## config.mk

```make
export PLATFORM = sky130hd
export DESIGN_NAME = rf_bridge_frame_parser
export DESIGN_NICKNAME = d
export VERILOG_FILES = /design/src/rtl/core/rfbfp_pkg.sv /design/src/rtl/core/rfbfp_in_reg.sv /design/src/rtl/core/rfbfp_parser.sv /design/src/rtl/core/rfbfp_out_reg.sv /design/src/rtl/core/rf_bridge_frame_parser.sv
export SDC_FILE = /design/constraint.sdc
export NUM_CORES = 1
export LEC_CHECK = 0
export ABC_CLOCK_PERIOD_IN_PS = 16850
export BUFFER_PORTS_ARGS = -buffer_cell sky130_fd_sc_hd__buf_4
export CORE_UTILIZATION = 51
export DETAILED_ROUTE_END_ITERATION = 10
export GPL_TIMING_DRIVEN = 0
export PLACE_DENSITY = 0.72
export SETUP_SLACK_MARGIN = 0.02
export SLEW_MARGIN = 5
export SYNTH_ARGS = -nofsm -noshare
export SYNTH_HDL_FRONTEND = slang
export SYNTH_SLANG_ARGS = --single-unit
```

## constraint.sdc

```tcl
create_clock -name clk -period 16.85 [get_ports clk]
set_input_delay 0.8425 -clock clk [delete_from_list [all_inputs] [get_ports clk]]
set_output_delay 0.8425 -clock clk [all_outputs]
set_load 0.05 [all_outputs]
```

## src/rtl/core/rfbfp_pkg.sv

```systemverilog
// Shared types, byte codes and status codes for the RF bridge frame parser.
`timescale 1ns / 1ps
`default_nettype none

package rfbfp_pkg;

  // Default length of a learn / key frame, start and end bytes included
  localparam int LONG_FRAME_BYTES_DFLT = 12;

  localparam logic [15:0] TIMEOUT_TICKS_RST = 16'd10000;

  // Frame marker and type bytes
  localparam logic [7:0] BYTE_START   = 8'hAA;
  localparam logic [7:0] BYTE_ACK     = 8'hA0;
  localparam logic [7:0] BYTE_TMO_RPT = 8'hA2;
  localparam logic [7:0] BYTE_LEARNED = 8'hA3;
  localparam logic [7:0] BYTE_KEY     = 8'hA4;
  localparam logic [7:0] BYTE_END     = 8'h55;

  localparam logic [3:0] SHORT_FRAME_LEN = 4'd3;

  // Result status codes
  localparam logic [2:0] ST_ACK        = 3'd0;
  localparam logic [2:0] ST_TMO_RPT    = 3'd1;
  localparam logic [2:0] ST_LEARNED    = 3'd2;
  localparam logic [2:0] ST_KEY        = 3'd3;
  localparam logic [2:0] ST_BAD_TYPE   = 3'd4;
  localparam logic [2:0] ST_BAD_END    = 3'd5;
  localparam logic [2:0] ST_RX_TIMEOUT = 3'd6;

  // Payload bytes kept: frame bytes 2 through 10
  localparam logic [3:0] FB_FIRST = 4'd2;
  localparam logic [3:0] FB_LAST  = 4'd10;
  localparam int         FB_DEPTH = 9;
  localparam int         FB_IDX_W = $clog2(FB_DEPTH);

  typedef enum logic [5:0] {
    PH_IDLE  = 6'b000001,
    PH_TYPE  = 6'b000010,
    PH_ACK   = 6'b000100,
    PH_TMO   = 6'b001000,
    PH_LEARN = 6'b010000,
    PH_KEY   = 6'b100000
  } phase_t;

  typedef struct packed {
    logic       mode;
    logic [7:0] rx_byte;
  } item_t;

  typedef struct packed {
    logic [2:0]  status;
    logic [15:0] sync_time;
    logic [15:0] low_time;
    logic [15:0] high_time;
    logic [23:0] key_code;
  } result_t;

endpackage

`default_nettype wire

```

## src/rtl/core/rfbfp_in_reg.sv

```systemverilog
// Input register stage: captures one beat and stalls the channel when it cannot move on.
`timescale 1ns / 1ps
`default_nettype none

module rfbfp_in_reg
  import rfbfp_pkg::*;
(
  input  wire        clk,
  input  wire        rst_n,
  input  wire        in_valid,
  output logic       in_stall,
  input  wire item_t in_item,
  input  wire        adv,
  output logic       item_valid,
  output item_t      item
);

  logic  valid_r;
  item_t item_r;

  // Stall only while a held beat cannot advance
  assign in_stall   = valid_r && !adv;
  assign item_valid = valid_r;
  assign item       = item_r;

  always_ff @(posedge clk) begin
    if (!rst_n) begin
      valid_r <= 1'b0;
    end else if (!in_stall) begin
      valid_r <= in_valid;
    end
  end

  always_ff @(posedge clk) begin
    if (in_valid && !in_stall) begin
      item_r <= in_item;
    end
  end

endmodule

`default_nettype wire

```

## src/rtl/core/rfbfp_parser.sv

```systemverilog
// Frame parser state, payload byte store and result decode.
`timescale 1ns / 1ps
`default_nettype none

module rfbfp_parser
  import rfbfp_pkg::*;
#(
  parameter int LONG_FRAME_BYTES = LONG_FRAME_BYTES_DFLT
) (
  input  wire         clk,
  input  wire         rst_n,
  input  wire         cfg_we,
  input  wire  [15:0] cfg_data,
  input  wire         item_valid,
  input  wire  item_t item,
  input  wire         out_free,
  output logic        adv,
  output logic        res_valid,
  output result_t     res
);

  localparam logic [3:0] LONG_LEN = 4'(LONG_FRAME_BYTES);

  phase_t      phase_r, phase_nxt;
  logic [3:0]  cnt_r, cnt_nxt;
  logic [3:0]  len_r, len_nxt;
  logic [15:0] elapsed_r, elapsed_nxt;
  logic [15:0] timeout_r;
  logic [7:0]  fb_r [FB_DEPTH];

  logic                wr_en;
  logic [3:0]          cnt_inc;
  logic [3:0]          wr_off;
  logic [FB_IDX_W-1:0] wr_idx;
  logic                timed_out;

  assign timed_out = elapsed_r >= timeout_r;
  assign cnt_inc   = cnt_r + 4'd1;
  assign wr_off    = cnt_r - FB_FIRST;
  assign wr_idx    = wr_off[FB_IDX_W-1:0];

  // Items without a result always advance; a result needs a free output slot
  assign adv = item_valid && (!res_valid || out_free);

  always_comb begin
    phase_nxt   = phase_r;
    cnt_nxt     = cnt_r;
    len_nxt     = len_r;
    elapsed_nxt = elapsed_r;
    wr_en       = 1'b0;
    res_valid   = 1'b0;
    res         = '0;

    if (item.mode) begin
      if (phase_r != PH_IDLE) begin
        if (timed_out) begin
          res_valid  = 1'b1;
          res.status = ST_RX_TIMEOUT;
        end else begin
          elapsed_nxt = elapsed_r + 16'd1;
        end
      end
    end else if (phase_r == PH_IDLE) begin
      if (item.rx_byte == BYTE_START) begin
        phase_nxt   = PH_TYPE;
        cnt_nxt     = 4'd1;
        len_nxt     = 4'd0;
        elapsed_nxt = 16'd0;
      end
    end else if (timed_out) begin
      // drop the byte, report the timeout instead
      res_valid  = 1'b1;
      res.status = ST_RX_TIMEOUT;
    end else if (phase_r == PH_TYPE) begin
      cnt_nxt = cnt_inc;
      unique case (item.rx_byte)
        BYTE_ACK: begin
          len_nxt   = SHORT_FRAME_LEN;
          phase_nxt = PH_ACK;
        end
        BYTE_TMO_RPT: begin
          len_nxt   = SHORT_FRAME_LEN;
          phase_nxt = PH_TMO;
        end
        BYTE_LEARNED: begin
          len_nxt   = LONG_LEN;
          phase_nxt = PH_LEARN;
        end
        BYTE_KEY: begin
          len_nxt   = LONG_LEN;
          phase_nxt = PH_KEY;
        end
        default: begin
          res_valid  = 1'b1;
          res.status = ST_BAD_TYPE;
        end
      endcase
    end else begin
      cnt_nxt = cnt_inc;
      wr_en   = (cnt_r >= FB_FIRST) && (cnt_r <= FB_LAST);
      if (cnt_inc == len_r) begin
        res_valid = 1'b1;
        if (item.rx_byte != BYTE_END) begin
          res.status = ST_BAD_END;
        end else begin
          unique case (phase_r)
            PH_ACK:   res.status = ST_ACK;
            PH_TMO:   res.status = ST_TMO_RPT;
            PH_LEARN: res.status = ST_LEARNED;
            PH_KEY:   res.status = ST_KEY;
            default:  res.status = ST_ACK;
          endcase
          if (phase_r == PH_LEARN || phase_r == PH_KEY) begin
            res.sync_time = {fb_r[0], fb_r[1]};
            res.low_time  = {fb_r[2], fb_r[3]};
            res.high_time = {fb_r[4], fb_r[5]};
            res.key_code  = {fb_r[6], fb_r[7], fb_r[8]};
          end
        end
      end
    end

    // every result returns the parser to idle
    if (res_valid) begin
      phase_nxt   = PH_IDLE;
      cnt_nxt     = 4'd0;
      len_nxt     = 4'd0;
      elapsed_nxt = 16'd0;
    end
  end

  always_ff @(posedge clk) begin
    if (!rst_n) begin
      phase_r   <= PH_IDLE;
      cnt_r     <= 4'd0;
      len_r     <= 4'd0;
      elapsed_r <= 16'd0;
    end else if (adv) begin
      phase_r   <= phase_nxt;
      cnt_r     <= cnt_nxt;
      len_r     <= len_nxt;
      elapsed_r <= elapsed_nxt;
    end
  end

  always_ff @(posedge clk) begin
    if (!rst_n) begin
      timeout_r <= TIMEOUT_TICKS_RST;
    end else if (cfg_we) begin
      timeout_r <= cfg_data;
    end
  end

  always_ff @(posedge clk) begin
    if (adv && wr_en) begin
      fb_r[wr_idx] <= item.rx_byte;
    end
  end

  a_idle_clean: assert property (@(posedge clk) disable iff (!rst_n)
    phase_r == PH_IDLE |-> (cnt_r == 4'd0 && len_r == 4'd0 && elapsed_r == 16'd0))
    else $error("idle parser holds stale frame state");

  a_result_idles: assert property (@(posedge clk) disable iff (!rst_n)
    adv && res_valid |=> phase_r == PH_IDLE)
    else $error("parser not idle after a result");

  a_type_count: assert property (@(posedge clk) disable iff (!rst_n)
    phase_r == PH_TYPE |-> (cnt_r == 4'd1 && len_r == 4'd0))
    else $error("type phase with wrong byte count");

  a_stall_no_adv: assert property (@(posedge clk) disable iff (!rst_n)
    item_valid && res_valid && !out_free |-> !adv)
    else $error("result advanced into a full output register");

endmodule

`default_nettype wire

```

## src/rtl/core/rfbfp_out_reg.sv

```systemverilog
// Result register: holds one result beat until the consumer takes it.
`timescale 1ns / 1ps
`default_nettype none

module rfbfp_out_reg
  import rfbfp_pkg::*;
(
  input  wire          clk,
  input  wire          rst_n,
  input  wire          load,
  input  wire result_t res,
  output logic         out_free,
  output logic         out_valid,
  input  wire          out_stall,
  output result_t      out_res
);

  logic    valid_r;
  result_t res_r;

  assign out_free  = !valid_r || !out_stall;
  assign out_valid = valid_r;
  assign out_res   = res_r;

  always_ff @(posedge clk) begin
    if (!rst_n) begin
      valid_r <= 1'b0;
    end else if (load) begin
      valid_r <= 1'b1;
    end else if (!out_stall) begin
      valid_r <= 1'b0;
    end
  end

  always_ff @(posedge clk) begin
    if (load) begin
      res_r <= res;
    end
  end

  a_hold: assert property (@(posedge clk) disable iff (!rst_n)
    valid_r && out_stall |=> valid_r && $stable(res_r))
    else $error("stalled result beat lost or changed");

  a_no_overwrite: assert property (@(posedge clk) disable iff (!rst_n)
    load |-> out_free)
    else $error("result loaded over a pending beat");

  a_load_shows: assert property (@(posedge clk) disable iff (!rst_n)
    load |=> valid_r)
    else $error("loaded result not presented");

endmodule

`default_nettype wire

```

## src/rtl/core/rf_bridge_frame_parser.sv

```systemverilog
// Top level of the RF bridge frame parser: input register, parser, result register.
// Path: the beat completing a result is first loaded into the input register, then its result
//   into the result register, where out_valid rises; a full, stalled result register holds it back.
// Throughput: one byte or tick beat per cycle; out_stall backs up into in_stall.
// Reset (rst_n low, synchronous): parser idle, counters cleared, timeout_ticks 10000,
//   both channels empty. Payload byte store is not reset.
`timescale 1ns / 1ps
`default_nettype none

module rf_bridge_frame_parser
  import rfbfp_pkg::*;
#(
  parameter int LONG_FRAME_BYTES = LONG_FRAME_BYTES_DFLT
) (
  input  wire         clk,
  input  wire         rst_n,
  input  wire         cfg_valid,
  output logic        cfg_ready,
  input  wire  [15:0] cfg_data,
  input  wire         in_valid,
  output logic        in_stall,
  input  wire         in_mode,
  input  wire  [7:0]  in_rx_byte,
  output logic        out_valid,
  input  wire         out_stall,
  output logic [2:0]  out_status,
  output logic [15:0] out_sync_time,
  output logic [15:0] out_low_time,
  output logic [15:0] out_high_time,
  output logic [23:0] out_key_code
);

  item_t   in_item;
  item_t   item;
  logic    item_valid;
  logic    adv;
  logic    out_free;
  logic    res_valid;
  result_t res;
  result_t out_res;

  assign cfg_ready       = 1'b1;
  assign in_item.mode    = in_mode;
  assign in_item.rx_byte = in_rx_byte;

  rfbfp_in_reg u_in_reg (
    .clk        (clk),
    .rst_n      (rst_n),
    .in_valid   (in_valid),
    .in_stall   (in_stall),
    .in_item    (in_item),
    .adv        (adv),
    .item_valid (item_valid),
    .item       (item)
  );

  rfbfp_parser #(
    .LONG_FRAME_BYTES (LONG_FRAME_BYTES)
  ) u_parser (
    .clk        (clk),
    .rst_n      (rst_n),
    .cfg_we     (cfg_valid && cfg_ready),
    .cfg_data   (cfg_data),
    .item_valid (item_valid),
    .item       (item),
    .out_free   (out_free),
    .adv        (adv),
    .res_valid  (res_valid),
    .res        (res)
  );

  rfbfp_out_reg u_out_reg (
    .clk       (clk),
    .rst_n     (rst_n),
    .load      (adv && res_valid),
    .res       (res),
    .out_free  (out_free),
    .out_valid (out_valid),
    .out_stall (out_stall),
    .out_res   (out_res)
  );

  assign out_status    = out_res.status;
  assign out_sync_time = out_res.sync_time;
  assign out_low_time  = out_res.low_time;
  assign out_high_time = out_res.high_time;
  assign out_key_code  = out_res.key_code;

endmodule

`default_nettype wire
```

; Word-level counts from Yosys, hierarchy flattened
; Memories as Yosys holds them, arrays and structs flattened.
; Cells that the tools add are included.
[word_totals]
reg_bits = 132
ram_bits = 72
input_bits = 30
out_inout_bits = 78
word_cells = 124
memories = 1
[memory_table]
columns = memory, depth, width, read_ports, rd_ports_with_merged_regs, wr, line_no
row1 = u_parser.fb_r, 9, 8, 9, 0, 1, rfbfp_parser.sv:29  ; logic [7:0] fb_r [FB_DEPTH];
[op_classes]
add_sub_neg = 3
n_lt_le_gt_ge = 3
eq_ne = 19
n_mux = 55
n_bitwise = 2
n_reduce_logical = 27
[op_table]
columns = operator, n
row1 = 72-bit two-way mux, 4
row2 = 75-bit two-way mux, 2
row3 = 16-bit two-way mux, 6
row4 = 4-bit two-way mux, 11
row5 = 8-bit equality test (second input constant), 5
row6 = 6-bit two-way mux, 6
row7 = 6-bit case mux with 4 select lines, 1
row8 = 3-bit two-way mux, 7
row9 = 16-bit by 1-bit adder with 16-bit output (second input constant), 1
row10 = 16-bit >= comparator, 1
row11 = 1-bit two-way mux, 16
row12 = 6-bit AND reduction, 2
row13 = 3-bit != test (second input constant), 3
row14 = 3-bit nonzero test, 3
row15 = 8-bit by 7-bit != test with 1-bit output (second input constant), 1
row16 = 4-bit case mux with 2 select lines, 1
row17 = 7-bit OR reduction, 1
row18 = 6-bit by 1-bit equality test with 1-bit output (second input constant), 1
row19 = 6-bit by 2-bit equality test with 1-bit output (second input constant), 1
row20 = 6-bit by 4-bit equality test with 1-bit output (second input constant), 1
row21 = 6-bit by 5-bit equality test with 1-bit output (second input constant), 1
row22 = 6-bit equality test (second input constant), 1
row23 = 1-bit logical AND, 6
row24 = 6-bit by 1-bit != test with 1-bit output (second input constant), 1
row25 = other kinds (18), 26

; Depth between registers and ports, before layout
; Gate-level depths: netlist of run 1.
[depth]
word_depth = 14
ltp_mapped = 11
depth_no_buf = 9

; Cells and area by module
; From an unflattened synthesis of run 1, not the netlist that was laid out.
[unflattened]
hier_cells = 606
hier_area_um2 = 8237.9
[modules_own_cells]
columns = mod, instances, cells_each, area_each_um2, seq_area_each_um2
row1 = rfbfp_parser, 1, 511, 5615.4, 3042.9
row2 = rfbfp_out_reg, 1, 79, 2287.2, 2272.2
row3 = rfbfp_in_reg, 1, 13, 317.8, 290.3
row4 = rf_bridge_frame_parser, 1, 3, 17.5, 0.0

; Worst setup path before layout of run 1
; Ideal clock, no wire load.
[synth_timing]
kind = flip-flop to flip-flop
startpoint = register u_parser.elapsed_r[0]
endpoint = register u_out_reg.res_r (netlist bit u_out_reg.out_res[0]), enable pin
setup_time_ns = 0.535
arrival_ns = 5.327
path_slack_ns = 10.989
path_stages_with_launch = 10
path_buffers = 1
synth_period_minus_slack_ns = 5.861
path_cell_list = dfxtp_1 -> inv_1 -> ha_1 -> nand2b_1 -> a2111o_1 -> a21oi_1 -> o21ai_1 -> buf_2 -> o211ai_1 -> a21oi_1
[synth_via]
elab_chain_cells = 8
word_cells_on_any_way = 10
cone_classes = order compare (1) / mux (5) / reduce/logical (4)
[synth_rtl]
columns = item, line_no
row1 = "start, declared", rfbfp_parser.sv:27  ; logic [15:0] elapsed_r, elapsed_nxt;
row2 = "start signal, assigned", rfbfp_parser.sv:142  ; elapsed_r <= elapsed_nxt;
row3 = 16-bit >= comparator *, rfbfp_parser.sv:37  ; assign timed_out = elapsed_r >= timeout_r;
row4 = 1-bit two-way mux (on tied branches), "rfbfp_parser.sv:70, rfbfp_parser.sv:56"
row5 = 1-bit two-way mux (on tied branches), "rfbfp_parser.sv:63, rfbfp_parser.sv:55"
row6 = 1-bit two-way mux *, rfbfp_parser.sv:54  ; if (item.mode) begin
row7 = 1-bit zero test, rfbfp_parser.sv:43  ; assign adv = item_valid && (!res_valid || out_free);
row8 = 1-bit logical OR, rfbfp_parser.sv:43
row9 = 1-bit logical AND, rfbfp_parser.sv:43
row10 = 1-bit logical AND *, rf_bridge_frame_parser.sv:75  ; .load (adv && res_valid),
row11 = net u_out_reg.load, rfbfp_out_reg.sv:10  ; input wire load,
row12 = "end signal, assigned", rfbfp_out_reg.sv:37  ; res_r <= res;
row13 = "end, declared", rfbfp_out_reg.sv:19  ; result_t res_r;
; The timed path passes the listed nets; every way through them passes the cells marked *.
; A chain may end at the register's enable or synchronous reset.

; Worst setup path after layout of run 1
[layout_timing]
startpoint = register u_parser.elapsed_r[0]
endpoint = output port in_stall
[layout_via]
elab_chain_cells = 9
word_cells_on_any_way = 11
cone_classes = order compare (1) / mux (5) / reduce/logical (5)
[layout_rtl]
columns = item, line_no
row1 = 16-bit >= comparator *, rfbfp_parser.sv:37
row2 = 1-bit two-way mux (on tied branches), "rfbfp_parser.sv:70, rfbfp_parser.sv:56"
row3 = 1-bit two-way mux (on tied branches), "rfbfp_parser.sv:63, rfbfp_parser.sv:55"
row4 = 1-bit two-way mux *, rfbfp_parser.sv:54
row5 = 1-bit zero test *, rfbfp_parser.sv:43
row6 = 1-bit logical OR *, rfbfp_parser.sv:43
row7 = 1-bit logical AND *, rfbfp_parser.sv:43
row8 = 1-bit zero test *, rfbfp_in_reg.sv:22  ; assign in_stall = valid_r && !adv;
row9 = 1-bit logical AND *, rfbfp_in_reg.sv:22
row10 = "end, declared", rf_bridge_frame_parser.sv:21  ; output logic in_stall,
; Every way passes the cells marked *; elsewhere a longest branch is shown, timed or not.

==> summary.md, run 1 <==
| Metric | Value |
|---|---|
| Seq/Total Area, Yosys | 68.53% |
| Number of CTS-inserted buffers | 21 |
| Worst vdd ir | 0.07248 mV |
| Synth Flop Type | edfxtp_1 |
| Number of global-route vias before repair | 4922 |
| CP Launch Type | flip-flop |
| Worst slew margin | 37.09% |
| Post-route clock period utilization | 24.12% |
| Slew Limit Fails | 0 |
| Worst path bufs/invs | 3 |
| Worst path required time | 16.01 ns |
| First-pass GRT wire length | 25.41 mm |
| Sw power | 200.5 uW |
| Longest Clk Path Bufs | 3 |
| CTS tree | done |
| Layout Utilization | 64.16% |
| Gate power share | 2.2% |
| Final Instance Area | 0.009898 sq mm |
| Number of remaining DRC errors | 0 |
| Area growth syn-to-layout | 21.02% |
| Post-Synthesis Cell Area | 0.008179 sq mm |
| R2R Path Start | u_parser.elapsed_r[0] |
| Number of flops mapped to enable cells by yosys | 156 |
| Final hold violation count | 0 |
| Drt wl/cell | 16.85 microns |
| Placed cell area | 0.009290 sq mm |
| Initial antenna violation count | 0 |
| Placer congestion estimate | 0.8689 |
| Flop pwr share | 55.7% |
| Post-CTS Hold Buffers | 0 |
| Clock sink count | 202 |
| Setup TNS | 0 ns |
| Unrepaired setup endpoints after global routing | no |
| Critical path cell sequence | inv_1 -> ha_1 -> nand2b_1 -> a2111o_1 -> a21oi_1 -> o21ai_1 -> buf_2 -> o211ai_1 -> nor2_1 -> buf_4 |
| Top-Level Pins | 108 |
| Min Hold Slack | 0.4879 ns |
| Crit path capture type | primary output |
| IO Port Bufs | 105 |
| Net Count, Synth | 659 |
| N_diodes | 0 |
| Largest net degree at the start of global routing | 30 |
| Synth top area cells | edfxtp_1, dfxtp_1, and2_1 |
| Number of synthesized register bits | 202 |
| CP max FO | 10 |
| Final clock skew | 0.02511 ns |
| Mapped Cells | 605 |
| Vias per inst | 5.348 |
| PD cells | 98.46 mW/mm^2 |
| Layout Nets | 789 |
| Asr flop ratio synth | 0% |
| Synth area leader | edfxtp_1 |
| Hold WC Path Type | flip-flop to flip-flop |
| Top-area cell type share of the netlist area | 57.27% |
| Final WS setup | 12.79 ns |
| Hold path startpoint | u_parser.len_r[1] |
| Syn Area/Cell | 13.52 sq um |
| Clock latency on the worst-skew pair | 0.50 ns |
| Die area | 0.01655 sq mm |
| Distinct cells, synth | 61 |
| Global Route Usage Sum | 19.97% |
| Crit Path Category | flip-flop to primary output |
| Largest family of logic cells by synthesized area | simple AND/OR/NAND/NOR gates |
| MaxCap Viol Count | 0 |
| Die width | 128.6 microns |
| Slew @ Worst Pin | 0.9417 ns |
| Detailed-router iteration count before antenna repair | 4 |
| Crit-path leading delay family | compound AO/OA/AOI/OAI gates |
| Gates resized, CTS repair | 0 |
| Initial Utilization | 53.02% |
| Post-Synth XOR/XNOR Area | 0.4283% |
| Worst setup startpoint | u_parser.elapsed_r[0] |
| Pre-CTS WS | 13.22 ns |
| Final WL | 16.16 mm |
| Adder-cell share of the synthesized area | 3.671% |
| Ys Warns | 0 |
| Final min period | 4.064 ns |
| Simple-Gate Fraction of Synth Area | 15.31% |
| Post-CTS Setup Bufs | 0 |
| # H-tree levels | 1 |
| Final setup vio count | 0 |
| Leakage | 0.003980 uW |
| Via count | 5129 |
| Clk slew on worst S/H paths | 0.06 ns |
| Die Y | 128.6 microns |
| DP HPWL | 11.17 mm |
| DRT iter0 DRCs | 302 |
| # rows | 45 |
| CP max stage delay | 0.44 ns |
| Clock Power Share | 42.1% |
| Status | finished clean |
| FMAX | 246.1 MHz |
| Most frequent cells in the layout | edfxtp_1, buf_4, and2_1, dfxtp_1, nand2_1 |
| Crit path DAT | 3.22 ns |
| Most common cell after layout, fill and taps aside | edfxtp_1 |
| Multiplexer area fraction after synthesis | 2.080% |
| Fraction of layout cells with a size suffix above 1 | 20.59% |
| Cell Int Power | 774.1 uW |
| Overflow after GRT | 0 |
| CP max-delay cell | dfxtp_1 |
| Core box area | 0.01543 sq mm |
| Compound-cell area share of the yosys netlist | 7.542% |
| Switching Share | 20.57% |
| CTS root buf | clkbuf_16 |
| Routed Antenna Nets | 0 |
[logic make-up (layout without fill, tap and decap cells)]
| group | after synthesis | count (layout) |
|---|---|---|
| muxes | 17 | 17 |
| adders and majority gates | 24 | 24 |
| buffers and inverters | 47 | 190 |
| DFF | 202 | 202 |
| other | 1 | 1 |
| and+or+nand+nor | 221 | 221 |
| xor gates and xnor gates | 4 | 4 |
| AOI/OAI and AO/OA | 89 | 89 |
[layout make-up]
class | instances | area, sq um
Sequential cell | 202 | 5605
Fill cell | 1200 | 5529
Multi-Input combinational cell | 356 | 2390
Timing Repair Buffer | 107 | 835.8
Clock buffer | 22 | 529.3
Tap cell | 211 | 264.0
Buffer | 22 | 101.3
Inverter | 25 | 93.84
Clock inverter | 14 | 78.83
[final timing paths]
check	end	slack [ns]	cells past startpoint
worst max register to register	u_parser.fb_r[7][2]	13.15	9
worst max-delay path	in_stall	12.79	10
worst min register to register	u_parser.len_r[1]	0.49	2
worst min-delay path	u_parser.len_r[1]	0.49	2
[cell usage after synthesis, types with 7 or more instances]
library cell,number
and2_1,80
nor3_1,8
nor2_1,25
o211ai_1,10
clkbuf_1,12
inv_1,24
dfxtp_1,46
edfxtp_1,156
nand2b_1,8
a31oi_1,9
o21ai_0,11
ha_1,24
a21oi_1,23
mux2i_1,17
nand2_1,38
a311oi_1,9
nor4_1,7
nand3_1,18
[metrics by stage]
stage,std cells,power (uW)
after detailed placement,923,575.0
after global placement,921,573.8
after CTS,959,983.1
after global routing,959,1006
final,959,974.6
after floorplan,605,562.2
[worst register-to-register path, cell delays in order (launching register included)]
cell      delay, ns
dfxtp_1        0.44
inv_1          0.07
ha_1           0.26
nand2b_1       0.14
a2111o_1       0.39
a21oi_1        0.19
o211ai_1       0.35
a311oi_1       0.64
nor3b_1        0.42
and2_1         0.44
[flip-flops by register name, summed over array words and instances, names as in the netlist]
name,flops
u_parser.elapsed_r,16
u_parser.cnt_r,4
u_parser.len_r,2
u_parser.fb_r,72
u_parser.phase_r,6
u_out_reg.out_res,75
u_in_reg.item_valid,1
u_parser.timeout_r,16
u_out_reg.out_valid,1
u_in_reg.item,9
[power by group through the flow]
stage	sequential, uW	clock [uW]	combinational, uW
after floorplan	550	0	12.3
after global placement	553	0	20.5
after detailed placement	554	0	21.3
after CTS	543	419	21.4
after global routing	543	440	23.8
final	543	411	21.2
[per-layer routing]
layer / global-route usage [%] / share of wire, % / routed length (microns) / vias to the layer above
met5: 0 / 0 / 0 / -
met4: 5.675 / 1.7 / 268 / 0
met3: 2.952 / 5.6 / 901 / 22
met2: 34.59 / 49 / 7980 / 144
met1: 26.27 / 43 / 7009 / 2456
li1: - / - / - / 2507
(Power assumes the default switching activity.)
==> run 2: changes to the inputs <==
ABC_CLOCK_PERIOD_IN_PS = 3340   (was 16850)
PLACE_DENSITY = 0.75   (was 0.72)
clock period = 3.34 ns   (was 16.85 ns; I/O delays follow)
==> run 2 against run 1 <==
- power grew to 5.3 times the previous value
- non-clock buffer count increased by 36
- sequential share of layout area shrank 2.4 points
- largest power group unchanged
- highest routed layer unchanged
==> summary.md, run 2 (synthesis gave the netlist of run 1 again) <==
| Metric | Value |
|---|---|
| MaxCap Viol Count | 0 (unchanged) |
| Longest Clk Path Bufs | 3 (unchanged) |
| Worst setup startpoint | u_parser.elapsed_r[0] |
| Leakage | 0.004194 uW (+5.4%) |
| Unrepaired setup endpoints after global routing | no |
| CP max FO | 10 (unchanged) |
| Worst path required time | 3.17 ns (-12.84 ns) |
| Filler cells | 1096 (-8.7%) |
| Post-route clock period utilization | 93.03% |
| DRT iter0 DRCs | 398 (+32%) |
| Die width | 128.6 microns (unchanged) |
| Drt wl/cell | 16.58 microns (-1.6%) |
| Number of CTS-inserted buffers | 21 (unchanged) |
| First-pass GRT wire length | 26.01 mm (+2.4%) |
| Die Y | 128.6 microns (unchanged) |
| Most common cell after layout, fill and taps aside | edfxtp_1 |
| IO Port Bufs | 105 (unchanged) |
| R2R Path Start | u_parser.elapsed_r[0] |
| Final min period | 3.107 ns |
| Final WS setup | 0.2329 ns (-12.55 ns) |
| Most frequent cells in the layout | edfxtp_1, buf_4, and2_1, dfxtp_1, nand2_1 |
| Worst slew margin | 54.98% (+18 points) |
| Slew @ Worst Pin | 0.6753 ns (-0.2664 ns) |
| Initial antenna violation count | 0 (unchanged) |
| Final Non-Filler Cells | 997 (+4.0%) |
| Final setup vio count | 0 (unchanged) |
| Area growth syn-to-layout | 26.47% |
| Pre-CTS WS | -0.2232 ns (-13.44 ns) |
| Clock sink count | 202 (unchanged) |
| Placer congestion estimate | 0.8546 (-1.6%) |
| Placed Cells | 923 (unchanged) |
| Number of global-route vias before repair | 5227 (+6.2%) |
| Detailed-router iteration count before antenna repair | 5 (+1) |
| Core box area | 0.01543 sq mm (unchanged) |
| FMAX | 321.8 MHz |
| Register area | 0.005605 sq mm (unchanged) |
| Crit path DAT | 2.94 ns (-0.28 ns) |
| Setup crit end | in_stall |
| Routed Antenna Nets | 0 (unchanged) |
| Number of remaining DRC errors | 0 (unchanged) |
| Hold WC Path Type | input pin to flip-flop |
| Worst Reg2Reg Path Length in Cells | 10 (+1) |
| Crit path capture type | primary output |
| Final hold violation count | 0 (unchanged) |
| Multi-input logic area | 0.002421 sq mm (+1.3%) |
| CP Launch Type | flip-flop |
| Clk slew on worst S/H paths | 0.06 ns (about the same) |
| Global Route Usage Sum | 20.32% (+0.36 points) |
| Final Power | 5184 uW (+430%) |
| Largest net degree at the start of global routing | 36 (+20%) |
| Vias per inst | 5.380 (+0.60%) |
| Initial Utilization | 53.02% (unchanged) |
| CTS tree | done |
| Status | finished clean |
| Slew Limit Fails | 0 (unchanged) |
| CTS root buf | clkbuf_16 |
| Crit Path Category | flip-flop to primary output |
| Max FFs per register | 75 (unchanged) |
| R2r setup slk | 0.28 ns (-12.87 ns) |
| Fraction of layout cells with a size suffix above 1 | 22.39% (+1.8 points) |
| Clock latency on the worst-skew pair | 0.50 ns (about the same) |
| Die area | 0.01655 sq mm (unchanged) |
| Via count | 5364 (+4.6%) |
| DP HPWL | 11.02 mm (-1.4%) |
| Min Hold Slack | 0.1445 ns (-0.3434 ns) |
| Final clock skew | 0.02130 ns (-0.003812 ns) |
| Worst vdd ir | 0.4380 mV (+500%) |
| Worst R2R End | u_in_reg.item[5] |
| Overflow after GRT | 0 (unchanged) |
| Layout Nets | 825 (+4.6%) |
| Top-Level Pins | 108 (unchanged) |
| N_diodes | 0 (unchanged) |
| Final WL | 16.53 mm (+2.3%) |
| # rows | 45 (unchanged) |
| # H-tree levels | 1 (unchanged) |
| PD cells | 501.2 mW/mm^2 (+410%) |
-- run 2: cell count changes in the layout (fill, tap and decap cells not counted), moves of 3 or more --
cell,previous run,this run
bufinv_16,0,3
dlygate4sd3_1,0,27
and2_2,0,8
and2_1,80,72
buf_4,107,116
-- run 2: through the flow --
stage / setup TNS (ns) / instance area (sq um) / util, %
after floorplan: 0 / 8194 / -
after global placement: -50.31 / 9246 / 59.94
after detailed placement: -11.69 / 9294 / 60.24
after CTS: 0 / 10270 / 66.59
after global routing: 0 / 10340 / 67.05
final: 0 / 10340 / 67.05
-- run 2: final cells by class --
cell class / instances / area share (%)
Clock inverter: 14 / 1.427
Inverter: 25 / 0.9072
Sequential cell: 202 / 54.19
Buffer: 22 / 0.9798
Tap cell: 211 / 2.552
Timing Repair Buffer: 143 / 11.35
Clock buffer: 24 / 5.189
Multi-Input combinational cell: 356 / 23.41
-- run 2: what timing repair did --
item	CTS	global route
hold buffers	27	0
endpoints found under the hold margin	26	0
gates resized for setup	3	9
endpoints found under the setup margin	74	124
pin swaps	2	0
setup buffers	2	7
-- run 2: power by group --
part           switching (uW)  leakage (uW)  total, uW  internal, uW
sequential               30.1       0.00196       2740          2710
combinational            65.2       0.00190        136          71.1
clock                     924      0.000338       2310          1390
total                    1020       0.00419       5180          4170
-- run 2: how the worst min path moves through the flow --
stage | startpoint | endpoint | slack [ns] | depth (start not counted)
3_3_place_gp | in_mode | u_in_reg.item[8] | 0.35 | 1
5_1_grt | out_stall | u_out_reg.out_res[33] | 0.15 | 2
6_report | out_stall | u_out_reg.out_res[33] | 0.14 | 2
2_1_floorplan | in_rx_byte[0] | u_in_reg.item[0] | 0.27 | 0
3_5_place_dp | in_mode | u_in_reg.item[8] | 0.35 | 1
4_1_cts | out_stall | u_out_reg.out_valid | 0.17 | 3
-- run 2: metal layers --
layer	GRT usage [%]	part of all wire, %	up-vias
li1	-	-	2572
met1	25.27	42	2554
met2	35.26	49	191
met3	3.202	5.8	47
met4	8.858	3.6	0
met5	0	0	-
-- run 2: critical path: stages (launching register included) --
cell	delay (ns)
dfxtp_1	0.43
inv_1	0.08
ha_1	0.26
nand2b_1	0.14
a2111o_1	0.41
a21oi_2	0.18
o21ai_2	0.14
buf_2	0.23
o211ai_1	0.24
nor2_1	0.13
buf_4	0.21
==> run 3: changes to the inputs <==
ABC_CLOCK_PERIOD_IN_PS = 4000   (was 3340)
GPL_TIMING_DRIVEN = unset   (was 0)
PLACE_DENSITY = 0.72   (was 0.75)
SETUP_SLACK_MARGIN = 0.3   (was 0.02)
clock period = 4 ns   (was 3.34 ns; I/O delays follow)
==> run 3 against run 2 <==
- worst hold slack lost 0.065 ns
- clock power decreased by 23%
- first-iteration DRC count grew 11%
- sequential cell count unchanged
- sequential share of layout area is 1.1 points higher
- design area decreased by 2.1%
- sequential power decreased by 17%
- clock skew down 0.0053 ns
- core utilization decreased by 1.4 points
- power is 19% lower
- critical path depth is 2 lower
- routed wire length decreased by 4.4%
- highest routed layer unchanged
==> summary.md, run 3 (synthesis gave the netlist of run 1 again) <==
| Metric | Value |
|---|---|
| Layout Nets | 802 (-2.8%) |
| Critical path cell sequence | ha_1 -> a21oi_1 -> o21ai_0 -> a221oi_1 -> o21ai_1 -> o211ai_1 -> nor2_1 -> buf_4 |
| Worst path required time | 3.80 ns (+0.63 ns) |
| Post-CTS Setup Bufs | 0 (-2) |
| Register area | 0.005605 sq mm (unchanged) |
| Largest net degree at the start of global routing | 77 (+110%) |
| Final Non-Filler Cells | 974 (-2.3%) |
| Final min period | 3.435 ns |
| Final WS setup | 0.5649 ns (+0.3320 ns) |
| Core box area | 0.01543 sq mm (unchanged) |
| CP max stage delay | 0.52 ns (+0.09 ns) |
| Placed Cells | 910 (-1.4%) |
| Clock sink count | 202 (unchanged) |
| Die Y | 128.6 microns (unchanged) |
| Number of CTS-inserted buffers | 21 (unchanged) |
| Final clock skew | 0.01599 ns (-0.005309 ns) |
| # H-tree levels | 1 (unchanged) |
| Clk slew on worst S/H paths | 0.06 ns (about the same) |
| CP Launch Type | flip-flop |
| CP max FO | 13 (+3) |
| Hold WC Path Type | input pin to flip-flop |
| Top-Level Pins | 108 (unchanged) |
| Final Power | 4183 uW (-19%) |
| Routed Antenna Nets | 0 (unchanged) |
| Via count | 5230 (-2.5%) |
| Overflow after GRT | 0 (unchanged) |
| Placer congestion estimate | 0.8508 (-0.44%) |
| Vias per inst | 5.370 (-0.20%) |
| Crit Path Category | flip-flop to primary output |
| Hold endpoint | u_parser.timeout_r[4] |
| Detailed-router iteration count before antenna repair | 5 (unchanged) |
| FMAX | 291.1 MHz |
| Worst path bufs/invs | 1 (-2) |
| Fraction of layout cells with a size suffix above 1 | 20.45% (-1.9 points) |
| Pre-CTS WS | 0.7284 ns (+0.9515 ns) |
| Slew @ Worst Pin | 0.9616 ns (+0.2863 ns) |
| Final setup vio count | 0 (unchanged) |
| Final WL | 15.80 mm (-4.4%) |
| Die width | 128.6 microns (unchanged) |
| Crit path DAT | 3.24 ns (+0.30 ns) |
| Worst Reg2Reg Path Length in Cells | 8 (-2) |
| # rows | 45 (unchanged) |
| First-pass GRT wire length | 25.21 mm (-3.1%) |
| Most frequent cells in the layout | edfxtp_1, buf_4, and2_1, dfxtp_1, nand2_1 |
| Die area | 0.01655 sq mm (unchanged) |
| Setup TNS | 0 ns (unchanged) |
| Worst slew margin | 35.82% (-19 points) |
| Multi-input logic area | 0.002390 sq mm (-1.3%) |
| Post-route clock period utilization | 85.88% |
| CTS root buf | clkbuf_16 |
| Gates resized, CTS repair | 0 (-3) |
| R2r setup slk | 0.71 ns (+0.43 ns) |
| Layout Utilization | 65.67% (-1.4 points) |
| Initial Utilization | 53.02% (unchanged) |
| N_diodes | 0 (unchanged) |
| Final hold violation count | 0 (unchanged) |
| Longest Clk Path Bufs | 3 (unchanged) |
| PD cells | 412.9 mW/mm^2 (-18%) |
| Number of remaining DRC errors | 0 (unchanged) |
| MaxCap Viol Count | 0 (unchanged) |
| Number of global-route vias before repair | 5084 (-2.7%) |
| DRT iter0 DRCs | 442 (+11%) |
| Worst vdd ir | 0.2900 mV (-34%) |
| CP max-delay cell | o211ai_1 |
| Leakage | 0.004097 uW (-2.3%) |
| Clock latency on the worst-skew pair | 0.49 ns (about the same) |
| IO Port Bufs | 106 (+0.95%) |
| Status | finished clean |
| Worst R2R End | u_parser.fb_r[6][7] |
| R2R Path Start | u_parser.elapsed_r[11] |
| Most common cell after layout, fill and taps aside | edfxtp_1 |
| Slew Limit Fails | 0 (unchanged) |
| Unrepaired setup endpoints after global routing | no |
| Max FFs per register | 75 (unchanged) |
| CTS tree | done |
| Area growth syn-to-layout | 23.86% |
| DP HPWL | 10.43 mm (-5.4%) |
| Hold depth | 2 (unchanged) |
| Filler cells | 1163 (+6.1%) |
| Drt wl/cell | 16.22 microns (-2.2%) |
| Initial antenna violation count | 0 (unchanged) |
| Hold path startpoint | rst_n |
| Crit path capture type | primary output |
| Crit-path leading delay family | compound AO/OA/AOI/OAI gates |
| Global Route Usage Sum | 19.67% (-0.65 points) |
| Post-CTS Hold Buffers | 26 (-3.7%) |
[run 3: cell types whose count changed in the layout (fill, tap and decap cells not counted), sizes merged]
cell | before | now
buf | 126 | 116
bufinv | 3 | 1
clkbuf | 36 | 26
dlygate4sd3 | 27 | 26
[run 3: worst max path at each step]
stage / endpoint / cells after the start / slack, ns / start
after floorplan: u_out_reg.out_res[0] / 9 / 0.63 / u_parser.elapsed_r[0]
after global placement: u_parser.phase_r[0] / 8 / 0.82 / u_parser.elapsed_r[13]
after detailed placement: u_parser.fb_r[6][1] / 8 / 0.73 / u_parser.elapsed_r[13]
after CTS: in_stall / 8 / 0.55 / u_parser.elapsed_r[13]
after global routing: in_stall / 8 / 0.30 / u_parser.elapsed_r[11]
final: in_stall / 8 / 0.56 / u_parser.elapsed_r[11]
[run 3: per-layer routing]
metal	global-route usage (%)	routed length, microns	share of wire (%)	vias up
met1	25.36	6752	43	2506
met5	0	0	0	-
met2	33.10	7600	48	170
li1	-	-	-	2521
met4	7.612	434	2.7	0
met3	3.742	1014	6.4	33
[run 3: where the power goes]
| group | internal (uW) | total [uW] | switching (uW) |
|---|---|---|---|
| clock | 1030 | 1790 | 751 |
| combinational | 60.1 | 124 | 63.6 |
| sequential | 2260 | 2270 | 14.3 |
[run 3: stage by stage]
stage / area, sq um / hold slack, ns
floorplan: 8190 / 0.2989
detailed placement: 9236 / 0.3799
CTS: 10130 / 0.06622
finish: 10130 / 0.07985
global placement: 9236 / 0.3796
global route: 10130 / 0.08865
[run 3: area by class of cell]
type	count	area share (%)
Sequential cell	202	55.33
Multi-Input combinational cell	356	23.59
Timing Repair Buffer	142	11.29
Clock buffer	26	5.372
Tap cell	211	2.606
Inverter	25	0.9263
Clock inverter	12	0.8892
